### config.mk
export PLATFORM = sky130hd
export DESIGN_NAME = fik_joint_mem
export DESIGN_NICKNAME = d
export VERILOG_FILES = /design/src/hdl/fik_pkg.sv /design/src/hdl/fik_joint_mem.sv
export SDC_FILE = /design/constraint.sdc
export NUM_CORES = 1
export LEC_CHECK = 0
export BUFFER_PORTS_ARGS = -buffer_cell sky130_fd_sc_hd__buf_2
export CORE_MARGIN = 4
export CORE_UTILIZATION = 31
export DETAILED_ROUTE_END_ITERATION = 16
export PLACE_DENSITY = 0.43
export SKIP_CTS_REPAIR_TIMING = 1
export SYNTH_ARGS = -nofsm -noshare
export SYNTH_HDL_FRONTEND = slang
export SYNTH_SLANG_ARGS = --single-unit
### constraint.sdc
create_clock -name clk -period 13.4 [get_ports clk]
set_input_delay 2.68 -clock clk [delete_from_list [all_inputs] [get_ports clk]]
set_output_delay 2.68 -clock clk [all_outputs]
set_load 0.03 [all_outputs]
### src/hdl/fik_pkg.sv
package fik_pkg;

    localparam int MAX_JOINTS = 16;
    localparam int JIDX_W     = 4;
    localparam int COORD_W    = 32;
    localparam int DIFF_W     = COORD_W + 1;
    localparam int R_W        = 31;
    localparam int MAG_W      = 33;
    localparam int LEN_W      = 32;
    localparam int SUM_W      = 2 * MAG_W;
    localparam int NUM_W      = 63;
    localparam int QUO_W      = 33;
    localparam int ROOT_W     = 32;
    localparam int RAD_W      = 64;
    localparam int SEG_DEPTH  = MAX_JOINTS - 1;

    localparam logic [1:0] REG_JOINT_COUNT     = 2'd0;
    localparam logic [1:0] REG_MAX_ITERATIONS  = 2'd1;
    localparam logic [1:0] REG_ERROR_THRESHOLD = 2'd2;

    typedef logic signed [COORD_W-1:0] coord_t;

    typedef struct packed {
        coord_t x;
        coord_t y;
        coord_t z;
    } vec_t;

    typedef struct packed {
        logic              we;
        logic [JIDX_W-1:0] addr;
        vec_t              data;
    } mem_wr_t;

    function automatic logic [MAG_W-1:0] abs_diff(input logic signed [DIFF_W-1:0] v);
        logic [DIFF_W-1:0] n;
        begin
            n = v[DIFF_W-1] ? (~v + 1'b1) : v;
            abs_diff = n;
        end
    endfunction

    function automatic coord_t sat_coord(input logic signed [COORD_W+2:0] v);
        logic signed [COORD_W+2:0] hi;
        logic signed [COORD_W+2:0] lo;
        begin
            hi = {{3{1'b0}}, 1'b0, {(COORD_W-1){1'b1}}};
            lo = {{3{1'b1}}, 1'b1, {(COORD_W-1){1'b0}}};
            if (v > hi)
                sat_coord = hi[COORD_W-1:0];
            else if (v < lo)
                sat_coord = lo[COORD_W-1:0];
            else
                sat_coord = v[COORD_W-1:0];
        end
    endfunction

endpackage

### src/hdl/fik_joint_mem.sv
module fik_joint_mem
    import fik_pkg::*;
(
    input  logic              clk,
    input  mem_wr_t           wr,
    input  logic [JIDX_W-1:0] raddr,
    output vec_t              rdata
);

    vec_t mem [0:MAX_JOINTS-1];
    vec_t rdata_reg;

    always_ff @(posedge clk)
    begin
        if (wr.we)
        begin
            mem[wr.addr] <= wr.data;
        end
        rdata_reg <= mem[raddr];
    end

    assign rdata = rdata_reg;

endmodule

==> insert_results.sql <==
INSERT INTO impl_metrics (metric_group, metric, value, unit) VALUES
('floorplanning', 'floorplan.die_area', '0.1985', 'mm^2'),
('sta', 'timing.max_slew.rel_slack', '28.84', '%'),
('logic_synthesis', 'ys_ff_latch', '1632', ''),
('clocking', 'clock_latency_late_sink', '0.80', 'ns'),
('logic_synthesis', 'synthTopCellsByCount', 'sky130_fd_sc_hd__edfxtp_1 (1536), sky130_fd_sc_hd__mux4_2 (384), sky130_fd_sc_hd__a22oi_1 (192)', ''),
('worst_hold_path', 'min_path_type', 'register to register', ''),
('global_routing', 'grt_start_max_net_pins', '97', ''),
('worst_setup_path', 'r2r_setup_slk', '12.00', 'ns'),
('job', 'drv_cap', '0', ''),
('worst_setup_path', 'startpoint_type', 'primary input', ''),
('worst_setup_path', 'worst-path-max-fanout', '64', ''),
('clocking', 'clock_tree.htree_level_count', '4', ''),
('floorplanning', 'initial_core_util', '31.21', '%'),
('layout', 'final_net_count', '2871', ''),
('sta', 'final.period_utilization', '40.56', '%'),
('logic_synthesis', 'synth_area', '0.05936', 'mm^2'),
('sta', 'holdWs', '0.6573', 'ns'),
('logic_synthesis', 'synth_nets', '2566', ''),
('layout', 'multiInputGateArea', '0.01072', 'mm^2'),
('worst_setup_path', 'timing.critical_path.mode_cell', 'sky130_fd_sc_hd__buf_4', ''),
('power_and_ir_drop', 'leakagePower', '21.95', 'nW'),
('logic_synthesis', 'post_synth_main_area_contributors', 'sky130_fd_sc_hd__edfxtp_1 (78%), sky130_fd_sc_hd__mux4_2 (15%), sky130_fd_sc_hd__dfxtp_1 (3.2%), sky130_fd_sc_hd__a22oi_1 (2.4%), sky130_fd_sc_hd__nand2_1 (0.61%)', ''),
('sta', 'fmax', '184.0', 'MHz'),
('logic_synthesis', 'netlist_instances', '2460', ''),
('logic_synthesis', 'seq_area_frac_synth', '80.95', '%'),
('worst_setup_path', 'worst_setup_path_end_kind', 'register', ''),
('routing', 'routed_via_density', '4.926', ''),
('floorplanning', 'die-width', '445.6', 'um'),
('clocking', 'cts_buffers', '174', ''),
('global_routing', 'grt_overflow', '0', ''),
('global_routing', 'grt_usage', '15.65', '%'),
('worst_setup_path', 'critical_path.max_stage_delay', '0.90', 'ns'),
('logic_synthesis', 'post_synth_edffs', '1536', ''),
('status', 'run_status', 'complete, no violations', ''),
('routing', 'drcViolationCount', '0', ''),
('placement', 'dp_hpwl', '75.23', 'mm'),
('routing', 'via_count', '26783', ''),
('worst_setup_path', 'crit_slowest_cell', 'sky130_fd_sc_hd__buf_4', ''),
('clocking', 'ctsRootBufferMaster', 'sky130_fd_sc_hd__clkbuf_16', ''),
('worst_setup_path', 'timing.critical_path.cells', 'buf_8, buf_4, buf_4, mux4_2, a22oi_1, nand2_1', ''),
('floorplanning', 'num_rows', '160', ''),
('logic_synthesis', 'yosys.cell_types.count', '18', ''),
('placement', 'io_buffers', '201', ''),
('logic_synthesis', 'synthMostInstantiatedCell', 'sky130_fd_sc_hd__edfxtp_1', ''),
('worst_setup_path', 'crit_required', '14.07', 'ns'),
('logic_synthesis', 'synth_flop_cell', 'sky130_fd_sc_hd__edfxtp_1', ''),
('logic_synthesis', 'yosys.area.top_type', 'sky130_fd_sc_hd__edfxtp_1', ''),
('floorplanning', 'chip_height', '445.6', 'um'),
('layout', 'largest_register_ff_count', '1536', ''),
('global_routing', 'grt_pass1_vias', '28820', ''),
('sta', 'timing.final.setup_violations', '0', ''),
('clocking', 'max-clock-path-buffers', '3', ''),
('power_and_ir_drop', 'p_per_area', '160.7', 'mW/mm^2'),
('clocking', 'cts_tree', 'yes', ''),
('sta', 'worst_slew_pin_slew', '1.067', 'ns'),
('sta', 'maxSlewViolCount', '0', ''),
('placement', 'finalWeightedCongestion', '0.6887', ''),
('worst_hold_path', 'whs_path_depth', '3', ''),
('floorplanning', 'design.core.area', '0.1902', 'mm^2'),
('routing', 'drt_wl_total', '155.2', 'mm'),
('logic_synthesis', 'postSynthAreaPerCell', '24.13', 'um^2'),
('layout', 'syn_to_final_growth', '16.74', '%'),
('routing', 'drt-pass1-iter-count', '5', ''),
('logic_synthesis', 'yosys_warnings', '0', ''),
('layout', 'drive_gt1_share', '31.62', '%'),
('sta', 'finalHoldViolations', '0', ''),
('sta', 'worst_clock_skew', '0.02554', 'ns'),
('clocking', 'clk_pin_slew_worst_paths', '0.06', 'ns'),
('global_routing', 'grt_first_pass_wirelength', '219.7', 'mm'),
('floorplanning', 'top_level_ports', '202', ''),
('global_routing', 'antenna_found_initial', '41', '');
## routing by layer
layer / part of all wire [%] / GRT usage, % / vias to the layer above
met4: 2.7 / 4.782 / 8
li1: - / - / 11190
met5: 0.028 / 0 / -
met2: 54 / 28.40 / 646
met1: 40 / 18.94 / 14677
met3: 3.9 / 2.794 / 262
## critical path, delay by kind of cell
kind	cells	cell delay, ns
compound gates	1	0.21
buf+inv	3	2.33
mux	1	0.60
simple gates	1	0.10
## report_power, final
group,total [mW],internal (mW),switching (mW)
registers,5.75,5.71,0.0417
clock network,4.82,2.85,1.97
logic,0.560,0.196,0.364
## final cells by class
class | count | share of cell area, %
sequential | 1632 | 69.34
multi-input combinational | 699 | 15.47
clock buffer | 239 | 7.017
tap | 2511 | 4.534
timing repair buffer | 258 | 2.261
clock inverter | 88 | 1.342
antenna | 10 | 0.03612
## per-stage QoR
step / setup slack (ns) / instances / power [mW] / instance area, um^2 / utilization, %
after floorplan: 3.042 / 2460 / 6.190 / 59360 / -
after global placement: 6.977 / 5100 / 6.421 / 63470 / 33.37
after detailed placement: 6.954 / 5100 / 6.438 / 63470 / 33.37
after CTS: 7.820 / 5427 / 11.30 / 69260 / 36.42
after global routing: 7.506 / 5430 / 11.56 / 69270 / 36.42
final: 7.966 / 5437 / 11.13 / 69290 / 36.43
## cells by family after synthesis
group	synth area share [%]
flops	80.95
mux	14.57
compound gates	2.428
buf+inv	1.225
simple gates	0.8305
## cell usage in the layout, fill, tap and decap left out, drive strengths merged
| cell | Yosys | final |
|---|---|---|
| bufinv | 0 | 16 |
| or3b | 1 | 1 |
| nor2b | 2 | 2 |
| nand3 | 1 | 1 |
| clkbuf | 46 | 239 |
| nand2 | 97 | 97 |
| clkinvlp | 0 | 3 |
| diode | 0 | 10 |
| nor2 | 13 | 13 |
| dfxtp | 96 | 96 |
| edfxtp | 1536 | 1536 |
| mux4 | 384 | 384 |
| buf | 83 | 258 |
| nand2b | 2 | 2 |
| nor3 | 4 | 4 |
| clkinv | 0 | 58 |
| nand3b | 2 | 2 |
| and2 | 1 | 1 |
| inv | 0 | 11 |
| a22oi | 192 | 192 |
## worst paths after layout
kind | from | to
worst max-delay path | raddr[0] | rdata[57]$_DFF_P_
worst max register to register | mem[10][30]$_DFFE_PP_ | rdata[30]$_DFF_P_
worst min register to register | mem[14][80]$_DFFE_PP_ | rdata[80]$_DFF_P_
worst min-delay path | mem[14][80]$_DFFE_PP_ | rdata[80]$_DFF_P_
No activity file was read; power rests on OpenSTA's default activity.
