## config.mk

```make
export PLATFORM = sky130hd
export DESIGN_NAME = fik_div
export DESIGN_NICKNAME = d
export VERILOG_FILES = /design/src/hdl/fik_pkg.sv /design/src/hdl/fik_div.sv
export SDC_FILE = /design/constraint.sdc
export NUM_CORES = 1
export LEC_CHECK = 0
export ABC_AREA = 1
export CAP_MARGIN = 20
export CORE_ASPECT_RATIO = 1.75
export CORE_MARGIN = 2
export CORE_UTILIZATION = 46
export CTS_BUF_LIST = sky130_fd_sc_hd__clkbuf_8 sky130_fd_sc_hd__clkbuf_16
export DETAILED_ROUTE_END_ITERATION = 12
export DONT_BUFFER_PORTS = 1
export PLACE_DENSITY_LB_ADDON = 0.3
export RECOVER_POWER = 25
export SYNTH_ARGS = -nofsm -noshare
export SYNTH_HDL_FRONTEND = slang
export SYNTH_SLANG_ARGS = --single-unit
export TNS_END_PERCENT = 10
```

## constraint.sdc

```tcl
create_clock -name clk -period 2.1 [get_ports clk]
set_input_delay 0.21 -clock clk [delete_from_list [all_inputs] [get_ports clk]]
set_output_delay 0.21 -clock clk [all_outputs]
set_load 0.01 [all_outputs]
```

## src/hdl/fik_pkg.sv

```systemverilog
package fik_pkg;

    localparam int MAX_JOINTS = 16;
    localparam int JIDX_W     = 4;
    localparam int COORD_W    = 32;
    localparam int DIFF_W     = COORD_W + 1;
    localparam int R_W        = 31;
    localparam int MAG_W      = 33;
    localparam int LEN_W      = 32;
    localparam int SUM_W      = 2 * MAG_W;
    localparam int NUM_W      = 63;
    localparam int QUO_W      = 33;
    localparam int ROOT_W     = 32;
    localparam int RAD_W      = 64;
    localparam int SEG_DEPTH  = MAX_JOINTS - 1;

    localparam logic [1:0] REG_JOINT_COUNT     = 2'd0;
    localparam logic [1:0] REG_MAX_ITERATIONS  = 2'd1;
    localparam logic [1:0] REG_ERROR_THRESHOLD = 2'd2;

    typedef logic signed [COORD_W-1:0] coord_t;

    typedef struct packed {
        coord_t x;
        coord_t y;
        coord_t z;
    } vec_t;

    typedef struct packed {
        logic              we;
        logic [JIDX_W-1:0] addr;
        vec_t              data;
    } mem_wr_t;

    function automatic logic [MAG_W-1:0] abs_diff(input logic signed [DIFF_W-1:0] v);
        logic [DIFF_W-1:0] n;
        begin
            n = v[DIFF_W-1] ? (~v + 1'b1) : v;
            abs_diff = n;
        end
    endfunction

    function automatic coord_t sat_coord(input logic signed [COORD_W+2:0] v);
        logic signed [COORD_W+2:0] hi;
        logic signed [COORD_W+2:0] lo;
        begin
            hi = {{3{1'b0}}, 1'b0, {(COORD_W-1){1'b1}}};
            lo = {{3{1'b1}}, 1'b1, {(COORD_W-1){1'b0}}};
            if (v > hi)
                sat_coord = hi[COORD_W-1:0];
            else if (v < lo)
                sat_coord = lo[COORD_W-1:0];
            else
                sat_coord = v[COORD_W-1:0];
        end
    endfunction

endpackage

```

## src/hdl/fik_div.sv

```systemverilog
module fik_div
    import fik_pkg::*;
(
    input  logic             clk,
    input  logic             rst_n,
    input  logic             start,
    input  logic [NUM_W-1:0] dividend,
    input  logic [R_W-1:0]   divisor,
    output logic             done,
    output logic [QUO_W-1:0] quotient
);

    // The quotient never exceeds 33 bits, so the upper dividend bits seed the
    // remainder directly and only the low 33 bits are shifted through.
    logic [R_W-1:0]   rem_reg, rem_next;
    logic [QUO_W-1:0] q_reg,   q_next;
    logic [5:0]       cnt_reg, cnt_next;
    logic             run_reg, run_next;
    logic             done_reg, done_next;
    logic [R_W:0]     trial;
    logic             qbit;

    always_comb
    begin
        rem_next  = rem_reg;
        q_next    = q_reg;
        cnt_next  = cnt_reg;
        run_next  = run_reg;
        done_next = 1'b0;
        trial     = {rem_reg, q_reg[QUO_W-1]};
        qbit      = (trial >= {1'b0, divisor});
        if (start)
        begin
            rem_next = {1'b0, dividend[NUM_W-1:QUO_W]};
            q_next   = dividend[QUO_W-1:0];
            cnt_next = 6'(QUO_W);
            run_next = 1'b1;
        end
        else if (run_reg)
        begin
            if (qbit)
                rem_next = R_W'(trial - {1'b0, divisor});
            else
                rem_next = trial[R_W-1:0];
            q_next   = {q_reg[QUO_W-2:0], qbit};
            cnt_next = cnt_reg - 6'd1;
            if (cnt_reg == 6'd1)
            begin
                run_next  = 1'b0;
                done_next = 1'b1;
            end
        end
    end

    always_ff @(posedge clk or negedge rst_n)
    begin
        if (!rst_n)
        begin
            run_reg  <= 1'b0;
            done_reg <= 1'b0;
            cnt_reg  <= '0;
        end
        else
        begin
            run_reg  <= run_next;
            done_reg <= done_next;
            cnt_reg  <= cnt_next;
        end
    end

    always_ff @(posedge clk)
    begin
        rem_reg <= rem_next;
        q_reg   <= q_next;
    end

    assign done     = done_reg;
    assign quotient = q_reg;

endmodule

```

==> parameters.txt <==
Parameter                              Value

Status
  Run status    complete, but fails checks
  Violated checks    setup timing

STA
  Pin slew with the least headroom to its limit    0.384 ns
  Clock tree skew after final layout    0.0101 ns
  Setup repair after global routing missed its margin    yes
  Clock period minus final worst setup slack    2.18 ns
  Worst setup slack after layout    -0.0836 ns
  Max Clock Freq    458 MHz
  Share of the clock period used by the worst path after layout    1.04
  Setup TNS    -1.51 ns
  Final hold vios    0
  Slew Limit Fails    0
  Relative slew margins    0.743
  Setup-violating endpoint count in the final report    31

Floorplan
  Number of top-level pins    131
  Number of rows in the core area    56
  Placeable core area    13200 um^2
  Die X    91.5 um
  Starting utilization of the core area    0.465
  Die area    14400 um^2
  Chip height    157 um

Worst setup path
  Req. time, crit path    approximately 2.2 ns
  Critical Path Source Type    flop
  Critical path capture point type    flop
  Worst reg2reg path endpoint    rem_reg[27]$_DFFE_PP_
  Arrival time of data at the critical path endpoint    2.29 ns
  Crit path largest cell delay    0.36 ns
  Crit-path max FO    11
  R2R depth    16
  Dominant cell type by count on the critical path    sky130_fd_sc_hd__nand2_1
  Cell-by-cell trace of the critical path    inv_2 -> ha_4 -> fa_2 -> inv_2 -> nand2_1 -> nand2_1 -> nand3_2 -> nand2_2 -> nand2_2 -> nand3_2 -> nand2_4 -> nand2_8 -> buf_12 -> nand3_1 -> nand2_1 -> nand2_1
  Setup slack on the worst flop-to-flop path    -0.08 ns
  Crit path kind    reg2reg
  Standard cell with the maximum stage delay on the critical path    sky130_fd_sc_hd__edfxtp_1
  Worst Setup SP    quotient[32]$_DFFE_PP_
  Crit Reg-Reg Startpoint    quotient[32]$_DFFE_PP_

Yosys
  Combined area of all synthesized cells    6160 um^2
  #FFs+latches synth    72
  Avg Inst Size Synth    ~6.5 um^2
  Net count of the mapped netlist    ~1100
  Seq/Total Area, Yosys    0.343
  Most numerous cell types in the synthesized netlist    450 x sky130_fd_sc_hd__nand2_1, 158 x sky130_fd_sc_hd__inv_1, 63 x sky130_fd_sc_hd__edfxtp_1, 57 x sky130_fd_sc_hd__nand3_1, 40 x sky130_fd_sc_hd__nor2_1
  Fraction of registers with async set/reset    0.111
  Cells taking the most area after synthesis    sky130_fd_sc_hd__edfxtp_1 31%, sky130_fd_sc_hd__nand2_1 27%, sky130_fd_sc_hd__inv_1 9.6%
  Cell accounting for the most synthesized area    sky130_fd_sc_hd__edfxtp_1
  Warnings from Yosys    0
  Leading register cell type out of synthesis    sky130_fd_sc_hd__edfxtp_1
  Top-area cell type share of the netlist area    0.307
  Post-Synthesis Cells    947
  Number of enable flip-flop cells after synthesis    63
  Most common cell in the netlist    sky130_fd_sc_hd__nand2_1
  Netlist cell types    38

Cells and area
  Filler Cells Inserted    1278
  Flip-flop count of the largest register, all copies and words added    33
  Fraction of final layout cells with drive strength greater than 1    0.195
  Number of nets in the layout    1172
  Final cell area excluding filler cells    about 7800 um^2
  Footprint of the multi-input gates    around 3700 um^2
  Area taken by flip-flops and latches    2110 um^2
  Area Overhead vs Synth    26.3%

Global routing
  Number of global-route vias before repair    6184
  Residual overflow from global routing    0
  Initial antenna violation count    1
  Largest net degree at the start of global routing    68
  GRT Resource Usage Total    0.253
  First-pass GRT wire length    28400 um

CTS
  Worst-Skew Late Latency    0.35 ns
  Clock tree from TritonCTS    done
  Clock-pin slew on the worst setup and hold paths    0.07 ns
  Root buf cell    sky130_fd_sc_hd__clkbuf_16
  Clock buffers created by TritonCTS    9
  CTS HTree Levels    3
  Worst-case clock buffer depth    2
  Num Clock Sinks    between 70 and 80

Route
  Mean routed wirelength per cell    about 15 um
  Drt total wl    17800 um
  Remaining design rule violation count    0
  Average vias per placed instance    4.93
  Detailed Routing Iterations Pass 1    5
  Antenna viol nets, final    0
  Vias after detailed routing    6021
  Number of violations reported at the end of detailed-routing iteration 0    221

Pwr
  IR drop worst, VDD    about 0.00064 V
  Standby leakage power    4.21 nW
  Total power density per cell area    1480 nW/um^2

Hold path
  Endpoint of the worst hold path    cnt_reg[5]$_DFFE_PN0P_
  Worst hold path startpoint    start
  Depth of the worst hold-timing path    2
  Worst Hold Class    in2reg

Placed design
  Port bufs    0
  Area after DPL    7060 um^2
  Gp weighted congestion    0.962
  DPL Wire Length    13700 um

Job
  Max-cap violations    0
## placed cells by master (no fill, tap or decap), types with 2 or more instances in the layout
cell type                   Yosys  final
sky130_fd_sc_hd__ha_1          33     14
sky130_fd_sc_hd__dfrtp_1        8      8
sky130_fd_sc_hd__o21ai_0        5      5
sky130_fd_sc_hd__ha_4           0     19
sky130_fd_sc_hd__inv_1        158    155
sky130_fd_sc_hd__xor2_1         2      2
sky130_fd_sc_hd__nand3_1       57     54
sky130_fd_sc_hd__xnor2_1       13     13
sky130_fd_sc_hd__nor2_4         4      7
sky130_fd_sc_hd__nor2_2         3      9
sky130_fd_sc_hd__nand2_2       16     25
sky130_fd_sc_hd__nand2_1      450    441
sky130_fd_sc_hd__nand4_1        6      6
sky130_fd_sc_hd__a21oi_1       15     14
sky130_fd_sc_hd__nand2_8        0      2
sky130_fd_sc_hd__edfxtp_1      63     63
sky130_fd_sc_hd__buf_6          1      2
sky130_fd_sc_hd__nor3_1         7      7
sky130_fd_sc_hd__inv_6          0      5
sky130_fd_sc_hd__buf_12         0      3
sky130_fd_sc_hd__a21oi_2        3      3
sky130_fd_sc_hd__nand3_2        2      5
sky130_fd_sc_hd__clkbuf_16      0      9
sky130_fd_sc_hd__nor2_1        40     31
sky130_fd_sc_hd__nand3b_1      18     18
sky130_fd_sc_hd__buf_4          3     95
sky130_fd_sc_hd__inv_2          5      9
sky130_fd_sc_hd__and2_1         4      3
## critical path, delay by kind of cell (launching register included)
kind | cells | cell delay [ns]
simple gates | 11 | 0.76
fa+ha+maj | 2 | 0.52
buf+inv | 3 | 0.28
flops | 1 | 0.36
## per-stage QoR
| stage | util | power [mW] | hold slack, ns | instances | setup slack (ns) |
|---|---|---|---|---|---|
| after global placement | 0.533 | 8.98 | -0.0852 | 1201 | -0.180 |
| after CTS | 0.573 | 11.2 | 0.00567 | 1220 | -0.0890 |
| after global routing | 0.588 | 12.4 | 0.0135 | 1220 | -0.223 |
| after floorplan | - | 6.57 | -0.0856 | 947 | -0.0751 |
| after detailed placement | 0.533 | 9.04 | -0.0852 | 1201 | -0.205 |
| final | 0.588 | 11.5 | 0.00547 | 1221 | -0.0836 |
## cell type report
type / instances / share of cell area
diodes: 1 / 0.000321
clock buffers: 9 / 0.0289
clock inverters: 7 / 0.00916
inverters: 165 / 0.0796
multi-input cells: 690 / 0.474
flip-flops and latches: 72 / 0.271
well taps: 174 / 0.0280
repair buffers: 103 / 0.109
## cells by family (layout without fill, tap and decap cells)
logic type,Yosys count,after routing,synth area share
other,0,1,0
buffers and inverters,185,284,0.116
xor gates and xnor gates,15,15,0.0213
adders and majority gates,34,34,0.0703
AOI/OAI and AO/OA,27,27,0.0248
and+or+nand+nor,614,614,0.425
DFF,72,72,0.343
## how the worst max path moves through the flow
stage	slack, ns	to
2_1_floorplan	-0.08	rem_reg[28]$_DFFE_PP_
3_3_place_gp	-0.18	rem_reg[24]$_DFFE_PP_
3_5_place_dp	-0.21	rem_reg[24]$_DFFE_PP_
4_1_cts	-0.09	rem_reg[26]$_DFFE_PP_
5_1_grt	-0.22	rem_reg[28]$_DFFE_PP_
6_report	-0.08	rem_reg[27]$_DFFE_PP_
## where the power goes
| group | switching [mW] | total, mW | leakage, nW | internal, mW |
|---|---|---|---|---|
| combinational | 4.01 | 7.38 | 3.27 | 3.37 |
| sequential | 0.394 | 2.52 | 0.786 | 2.13 |
| clock | 0.746 | 1.59 | 0.147 | 0.842 |
| total | 5.15 | 11.5 | 4.21 | 6.34 |
## metal layers
| layer | track usage | share of wire | vias to the layer above |
|---|---|---|---|
| met4 | 0.152 | 0.056 | 0 |
| met5 | 0 | 0 | - |
| met3 | 0.0469 | 0.044 | 53 |
| met2 | 0.491 | 0.54 | 168 |
| met1 | 0.242 | 0.36 | 2709 |
| li1 | - | - | 3091 |
## repair_timing
action / in CTS / in global routing
cloned: 1 / 0
endpoints found under the hold margin: 8 / 0
pin swaps: 3 / 4
endpoints found under the setup margin: 32 / 32
hold buffers: 1 / 0
setup buffers: 1 / 0
resized for setup: 32 / 27
(Power assumes the default switching activity.)
