<file path="config.mk">
export PLATFORM = sky130hd
export DESIGN_NAME = fik_isqrt
export DESIGN_NICKNAME = d
export VERILOG_FILES = /design/src/hdl/fik_pkg.sv /design/src/hdl/fik_isqrt.sv
export SDC_FILE = /design/constraint.sdc
export NUM_CORES = 1
export LEC_CHECK = 0
export BUFFER_PORTS_ARGS = -buffer_cell sky130_fd_sc_hd__buf_2
export CORE_ASPECT_RATIO = 1.4
export CORE_MARGIN = 2
export CORE_UTILIZATION = 50
export CTS_BUF_LIST = sky130_fd_sc_hd__clkbuf_16
export CTS_CLUSTER_SIZE = 8
export DETAILED_ROUTE_END_ITERATION = 10
export GPL_ROUTABILITY_DRIVEN = 0
export GPL_TIMING_DRIVEN = 0
export HOLD_SLACK_MARGIN = 0.08
export PLACE_DENSITY = 0.74
export SYNTH_ARGS = -nofsm -noshare
export SYNTH_HDL_FRONTEND = slang
export SYNTH_SLANG_ARGS = --single-unit
</file>
<file path="constraint.sdc">
create_clock -name clk -period 7.07 [get_ports clk]
set_input_delay 0 -clock clk [delete_from_list [all_inputs] [get_ports clk]]
set_output_delay 0 -clock clk [all_outputs]
set_load 0.05 [all_outputs]
</file>
<file path="src/hdl/fik_pkg.sv">
package fik_pkg;

    localparam int MAX_JOINTS = 16;
    localparam int JIDX_W     = 4;
    localparam int COORD_W    = 32;
    localparam int DIFF_W     = COORD_W + 1;
    localparam int R_W        = 31;
    localparam int MAG_W      = 33;
    localparam int LEN_W      = 32;
    localparam int SUM_W      = 2 * MAG_W;
    localparam int NUM_W      = 63;
    localparam int QUO_W      = 33;
    localparam int ROOT_W     = 32;
    localparam int RAD_W      = 64;
    localparam int SEG_DEPTH  = MAX_JOINTS - 1;

    localparam logic [1:0] REG_JOINT_COUNT     = 2'd0;
    localparam logic [1:0] REG_MAX_ITERATIONS  = 2'd1;
    localparam logic [1:0] REG_ERROR_THRESHOLD = 2'd2;

    typedef logic signed [COORD_W-1:0] coord_t;

    typedef struct packed {
        coord_t x;
        coord_t y;
        coord_t z;
    } vec_t;

    typedef struct packed {
        logic              we;
        logic [JIDX_W-1:0] addr;
        vec_t              data;
    } mem_wr_t;

    function automatic logic [MAG_W-1:0] abs_diff(input logic signed [DIFF_W-1:0] v);
        logic [DIFF_W-1:0] n;
        begin
            n = v[DIFF_W-1] ? (~v + 1'b1) : v;
            abs_diff = n;
        end
    endfunction

    function automatic coord_t sat_coord(input logic signed [COORD_W+2:0] v);
        logic signed [COORD_W+2:0] hi;
        logic signed [COORD_W+2:0] lo;
        begin
            hi = {{3{1'b0}}, 1'b0, {(COORD_W-1){1'b1}}};
            lo = {{3{1'b1}}, 1'b1, {(COORD_W-1){1'b0}}};
            if (v > hi)
                sat_coord = hi[COORD_W-1:0];
            else if (v < lo)
                sat_coord = lo[COORD_W-1:0];
            else
                sat_coord = v[COORD_W-1:0];
        end
    endfunction

endpackage

</file>
<file path="src/hdl/fik_isqrt.sv">
module fik_isqrt
    import fik_pkg::*;
(
    input  logic              clk,
    input  logic              rst_n,
    input  logic              start,
    input  logic [RAD_W-1:0]  radicand,
    output logic              done,
    output logic [ROOT_W-1:0] root
);

    logic [RAD_W-1:0] n_reg,   n_next;
    logic [RAD_W-1:0] res_reg, res_next;
    logic [RAD_W-1:0] bit_reg, bit_next;
    logic [5:0]       cnt_reg, cnt_next;
    logic             run_reg, run_next;
    logic             done_reg, done_next;
    logic [RAD_W-1:0] trial;

    always_comb
    begin
        n_next    = n_reg;
        res_next  = res_reg;
        bit_next  = bit_reg;
        cnt_next  = cnt_reg;
        run_next  = run_reg;
        done_next = 1'b0;
        trial     = res_reg + bit_reg;
        if (start)
        begin
            n_next   = radicand;
            res_next = '0;
            bit_next = {2'b01, {(RAD_W-2){1'b0}}};
            cnt_next = 6'd32;
            run_next = 1'b1;
        end
        else if (run_reg)
        begin
            if (n_reg >= trial)
            begin
                n_next   = n_reg - trial;
                res_next = (res_reg >> 1) + bit_reg;
            end
            else
            begin
                res_next = res_reg >> 1;
            end
            bit_next = bit_reg >> 2;
            cnt_next = cnt_reg - 6'd1;
            if (cnt_reg == 6'd1)
            begin
                run_next  = 1'b0;
                done_next = 1'b1;
            end
        end
    end

    always_ff @(posedge clk or negedge rst_n)
    begin
        if (!rst_n)
        begin
            run_reg  <= 1'b0;
            done_reg <= 1'b0;
            cnt_reg  <= '0;
        end
        else
        begin
            run_reg  <= run_next;
            done_reg <= done_next;
            cnt_reg  <= cnt_next;
        end
    end

    always_ff @(posedge clk)
    begin
        n_reg   <= n_next;
        res_reg <= res_next;
        bit_reg <= bit_next;
    end

    assign done = done_reg;
    assign root = res_reg[ROOT_W-1:0];

endmodule

</file>
==> impl_results.md, run 1 <==
- Outcome: finished, final reports clean
- Register bit count reported by yosys: 168
- Setup ws final: 0.311 ns
- Fmax achieved: 148 MHz
- Final Instance Area: 0.0175 sq mm
- Clock sinks: 168
- Yosys cell types: 85
- Largest cells by area after synthesis: dfxtp_1 13%, edfxtp_1 13%, ha_1 11%
- Most common cell after layout, fill and taps aside: nand2_1
- Max-cap viol count: 0
- Hold_sp: radicand[13]
- Crit path launch type: register
- Drt wl/cell: 20.4 microns
- Final Setup Violations: 0
- Initial core utilization: 0.508
- Worst R2R Path Depth: 23
- Area after DPL: 0.0162 sq mm
- Fin crit share: 0.956
- Final min period: 6.76 ns
- Dpl hpwl: 38200 microns
- Reg-to-reg slack, setup: 0.31 ns
- TNS Setup: 0 ns
- Number of global-route vias before repair: 15100
- Top_reg_cell synth: dfxtp_1
- Worst-Margin Slew: 1.10 ns
- Fraction of final layout cells sized beyond drive strength 1: 0.109
- Die X: 151 microns
- Yosys warnings: 0
- Crit path DAT: 7.12 ns
- Dpl ws: -0.369 ns
- WHS Path Cells: 4
- Routed Antenna Nets: 0
- CP max stage delay: 0.67 ns
- CP max-delay cell: clkbuf_1
- Crit-path max FO: 10
- Post-synthesis sequential area ratio: 0.266
- Critical path type: reg2reg
- R2R Path End: res_reg[6]
- IO Port Bufs: 98
- Min-Delay Path Class: in2reg
- VDD IR-drop max: 256 uV
- Fin nets: 2297
- Num ports: 100
- Largest net degree at the start of global routing: 65
- Post-synth top area cell: dfxtp_1
- # H-tree levels: 4
- Core area: 0.0299 sq mm
- RSZ-0062 raised after global routing: no
- TritonCTS Buffers: 17
- Max Slew Vio Count: 0
- First-pass iteration count of the detailed router: 6
- Clk Latency, worst-skew pair: 0.47 ns
- Synth top area share: 0.126
- First-pass GRT wire length: 78600 microns
- Clock Skew: 0.0167 ns
- Initial DRC Count: 1352
- Syn Inst Count: 1911
- # diodes: 0
- Total power: 6.87 mW
- Site row count: 75
- Leakage: 7.27 nW
- Post-layout util: 0.585
- Final hold viol count: 0
- Syn_nets: 2111
- Worst-path clk slew: 0.08 ns
- DIE HEIGHT: 210 microns
- Syn Area/Cell: 7.96 sq um
- Most frequent cells in the layout: 228 x nand2_1, 195 x o21ai_0, 180 x nor2_1
- Fraction of registers with async set/reset: 0.0476
- Via Count: 15800
- Worst slew margin: 0.267
- Synth Cell Area: 0.0152 sq mm
- Worst flop-to-flop path startpoint: res_reg[2]
- Crit end category: register
- Final wirelength: 50900 microns
- Clock root cell: clkbuf_16
- Hold Path Sink: n_reg[13]
- GRT Total Usage: 0.318
- P&R area growth vs syn: 15.2%
- GRT overflow: 0
- EDFF count, synth: 64
- Critical-path cell list: ha_1 > a31oi_1 > a211o_1 > or3_1 > a211oi_2 > o21ai_1 > o211ai_1 > a21oi_1 > o21ai_2 > a31oi_1 > xor2_1 > ha_2 > a21oi_1 > o21bai_1 > a21oi_1 > o21ai_0 > o21ai_0 > a21boi_2 > a31oi_2 > buf_2 > clkbuf_1 > o21ai_0 > a221oi_1
- Pwr dens: 392 mW/mm^2
- Initial antenna violation count: 0
- DIE AREA: 0.0319 sq mm
- CP required: 7.43 ns
- TritonCTS clock tree: built
- Number of vias per cell: 6.32
- Maximum root-to-sink buffer count: 2
- DRC: 0
==> how the worst max path moves through the flow <==
stage | slack [ns] | cells past startpoint | to | start
3_3_place_gp | -1.12 | 24 | n_reg[13] | res_reg[2]
2_1_floorplan | 1.0 | 24 | n_reg[0] | res_reg[2]
3_5_place_dp | -0.37 | 25 | n_reg[13] | res_reg[2]
4_1_cts | 0.08 | 24 | n_reg[21] | res_reg[2]
5_1_grt | 0.008 | 25 | n_reg[37] | res_reg[2]
6_report | 0.31 | 23 | res_reg[6] | res_reg[2]
==> report_power, final <==
part | leakage, nW | switching [mW] | total (mW) | internal (mW)
Combinational | 5.45 | 2.70 | 4.34 | 1.64
Sequential | 1.53 | 0.180 | 1.58 | 1.40
Clock | 0.284 | 0.478 | 0.947 | 0.470
Total | 7.27 | 3.36 | 6.87 | 3.51
==> routing by layer <==
| metal | GRT usage | vias to the layer above | wire, microns |
|---|---|---|---|
| met5 | 0 | - | 0 |
| met4 | 0.246 | 0 | 4160 |
| met3 | 0.0439 | 239 | 3650 |
| met2 | 0.546 | 754 | 24600 |
| met1 | 0.348 | 7370 | 18400 |
| li1 | - | 7407 | - |
==> cells by family after synthesis <==
group	share of synthesized area
compound gates	0.266
simple gates	0.182
buf+inv	0.0535
flops	0.266
xor+xnor	0.0921
fa+ha+maj	0.110
mux	0.0311
==> area by class of cell <==
| cell class | instances | area (sq um) |
|---|---|---|
| plain buffers | 123 | 644 |
| inverters | 46 | 173 |
| clock buffers | 17 | 425 |
| flip-flops and latches | 168 | 4040 |
| well taps | 385 | 482 |
| repair buffers | 169 | 1230 |
| multi-input cells | 1572 | 10400 |
| clock inverters | 15 | 149 |
| fillers | 2766 | 12400 |
==> through the flow <==
| stage | instances | hold slack (ns) |
|---|---|---|
| final | 2495 | 0.346 |
| after CTS | 2492 | 0.342 |
| after floorplan | 1911 | -0.296 |
| after detailed placement | 2395 | -0.146 |
| after global placement | 2394 | -0.149 |
| after global routing | 2495 | 0.372 |
==> synthesized netlist by cell type (all sizes together) (12+ instances only) <==
library cell	instances
a31o	17
mux2i	45
nor3	25
nor2b	13
a21o	52
a31oi	50
or3	14
o31ai	15
xor2	84
a311oi	15
nor2	180
nand2	229
nand2b	21
a221oi	13
o21bai	24
inv	46
buf	45
ha	132
edfxtp	64
a211oi	31
and2	16
a21oi	108
nand3	30
and3	17
dfxtp	96
nand4	38
clkbuf	78
o21ai	200
nor4	12
xnor2	76
==> critical path, delay by kind of cell, from the launching register on <==
| kind | cells | cell delay (ns) |
|---|---|---|
| compound gates | 17 | 3.69 |
| buf+inv | 2 | 0.98 |
| fa+ha+maj | 2 | 0.85 |
| simple gates | 1 | 0.48 |
| flops | 1 | 0.43 |
| xor+xnor | 1 | 0.22 |
==> timing repair <==
action                     CTS  global route
cloned                       0             1
setup endpoints to repair   83           105
hold buffers                66             0
gates resized for setup      3            17
hold endpoints to repair    72             0
pin swaps                    0             2
buffers inserted             0             3
Note: power is estimated with default switching activity, not from simulation.
==> inputs of run 2 (changes only) <==
CORE_MARGIN = 1   (was 2)
REMOVE_ABC_BUFFERS = 1   (was unset)
==> run 2 against run 1 <==
Net effect: sequential cell count is the same; fmax grew 0.94%; count of clock-buffer cells in the layout grew 1; power shrank 2.1%; core utilization shrank 1.6 points; register-to-register slack gained 0.06 ns; critical path type unchanged; largest cell class unchanged; largest power group unchanged.
==> impl_results.md, run 2 (synthesized netlist as in run 1, its figures left out) <==
- Clk Latency, worst-skew pair: 0.45 ns
- VDD IR-drop max: 401 uV
- First-pass GRT wire length: 69700 microns
- GRT Total Usage: 0.279
- Num ports: 100
- Initial core utilization: 0.508
- Final wirelength: 44200 microns
- Fmax achieved: 149 MHz
- Die X: 149 microns
- First-pass iteration count of the detailed router: 6
- Final Instance Area: 0.0171 sq mm
- Switching pwr: 3.20 mW
- Most common cell after layout, fill and taps aside: nand2_1
- Worst slew margin: 0.363
- Fin nets: 2182
- Fin cells: 2380
- Final hold viol count: 0
- DRC: 0
- Sequential cell area: 0.00405 sq mm
- Max-cap viol count: 0
- DIE HEIGHT: 208 microns
- Routed Antenna Nets: 0
- P_int: 3.52 mW
- Worst flop-to-flop path startpoint: res_reg[2]
- Placed Cells: 2275
- P&R area growth vs syn: 12.2%
- CP max stage delay: 0.52 ns
- GRT overflow: 0
- # H-tree levels: 4
- Crit-path max FO: 28
- TritonCTS clock tree: built
- Clk pwr share: 0.145
- Hold_sp: radicand[24]
- Area after DPL: 0.0157 sq mm
- Max Slew Vio Count: 0
- Setup ws final: 0.374 ns
- Worst-Margin Slew: 0.953 ns
- Maximum root-to-sink buffer count: 2
- Critical path type: reg2reg
- Crit end category: register
- Pwr dens: 394 mW/mm^2
- Fin crit share: 0.947
- Worst-path clk slew: 0.08 ns
- CP bufs+invs: 1
- Met2 usage: 0.483
- CP top delay family: compound AO/OA/AOI/OAI gates
- Clock sinks: 168
- IO Port Bufs: 99
- Fillers: 2642
- TritonCTS Buffers: 17
- # diodes: 0
- Fraction of final layout cells sized beyond drive strength 1: 0.0937
- Clock root cell: clkbuf_16
- Final Setup Violations: 0
- M3 GR Usage: 0.0346
- Leakage: 6.99 nW
- CP required: 7.22 ns
- CP max-delay cell: or3_1
- Largest net degree at the start of global routing: 132
- Met1 usage in global routing: 0.325
- Via Count: 14900
- Site row count: 75
- Number of global-route vias before repair: 14300
- Core area: 0.0299 sq mm
- Dpl ws: -0.323 ns
- Outcome: finished, final reports clean
- RSZ-0062 raised after global routing: no
- Critical-path cell list: ha_1 > a31oi_1 > a211o_1 > or3_1 > a211oi_2 > o21ai_1 > o211ai_1 > a21oi_1 > o21ai_1 > a31oi_1 > o21ai_0 > xnor2_1 > ha_1 > a2111oi_1 > o21ai_0 > o21ai_2 > a21boi_4 > a31oi_4 > buf_12 > and2_1 > or2_2
- Comb pwr share: 0.617
- Final min period: 6.70 ns
- Initial DRC Count: 1171
- Initial antenna violation count: 0
- Most frequent cells in the layout: 228 x nand2_1, 192 x o21ai_0, 179 x nor2_1
- Drt wl/cell: 18.6 microns
- Crit path DAT: 6.84 ns
- Crit path launch type: register
- Dpl hpwl: 31200 microns
- Clock Skew: 0.0133 ns
- Share of power burned in registers: 0.239
- Multi-input logic area: 0.0104 sq mm
- DIE AREA: 0.0311 sq mm
- Total power: 6.72 mW
- Number of vias per cell: 6.26
- Most Crowded Layer GR: met2
- Net Sw Frac: 0.476
- Crit path from: res_reg[2]
- Min-Delay Path Class: in2reg
-- run 2: changes by cell type in the layout (fill, tap and decap cells not counted), moves of 3 or more --
cell        change
buf_1           -6
buf_12          +3
buf_2           -3
buf_4          -35
clkbuf_1       -67
clkbuf_2        -6
clkinvlp_4      +4
o21ai_0         -3
o21ai_1         +3
-- run 2: through the flow --
stage,hold WS [ns],util,TNS (ns)
floorplan,-0.296,-,-24.29
global placement,-0.149,0.519,-245.68
detailed placement,-0.147,0.525,-12.63
CTS,0.359,0.568,0
global route,0.379,0.570,0
finish,0.361,0.570,0
-- run 2: area by class of cell --
type                       count  share of cell area
sequential                   168               0.237
clock buffer                  18              0.0264
multi-input combinational   1574               0.612
tap                          385              0.0282
clock inverter                14             0.00799
timing repair buffer         175              0.0784
inverter                      46              0.0101
-- run 2: final timing paths --
path / depth (start not counted) / to / slack (ns)
min in group asynchronous: 3 / cnt_reg[3] / 0.53
max in group asynchronous: 3 / run_reg / 6.24
worst max register to register: 21 / n_reg[45] / 0.37
worst min-delay path: 4 / n_reg[24] / 0.36
worst max-delay path: 21 / n_reg[45] / 0.37
worst min register to register: 2 / bit_reg[62] / 0.51
-- run 2: routing by layer --
layer / up-vias / wire length (microns)
li1: 7197 / -
met1: 7003 / 18000
met2: 558 / 21700
met3: 138 / 2360
met4: 0 / 2130
met5: - / 0
-- run 2: power groups by stage --
| stage | registers (mW) | clock network, mW | logic (mW) |
|---|---|---|---|
| final | 1.60 | 0.972 | 4.14 |
| after detailed placement | 1.62 | 0 | 3.81 |
| after floorplan | 1.61 | 0 | 2.85 |
| after global placement | 1.64 | 0 | 3.65 |
| after CTS | 1.60 | 0.974 | 3.93 |
| after global routing | 1.63 | 1.01 | 4.54 |
-- run 2: worst reg2reg max path, stage by stage, from the launching register on --
cell       delay [ns]
dfxtp_1          0.38
ha_1             0.36
a31oi_1          0.16
a211o_1          0.35
or3_1            0.52
a211oi_2         0.35
o21ai_1          0.20
o211ai_1         0.31
a21oi_1          0.17
o21ai_1          0.25
a31oi_1          0.19
o21ai_0          0.26
xnor2_1          0.17
ha_1             0.35
a2111oi_1        0.47
o21ai_0          0.21
o21ai_2          0.24
a21boi_4         0.39
a31oi_4          0.07
buf_12           0.20
and2_1           0.29
or2_2            0.50
-- run 2: timing repair --
item	CTS	global route
pin swaps	2	0
hold endpoints to repair	96	0
gates cloned	1	1
gates resized for setup	1	11
endpoints found under the setup margin	64	109
hold buffers	67	0
setup buffers	3	1
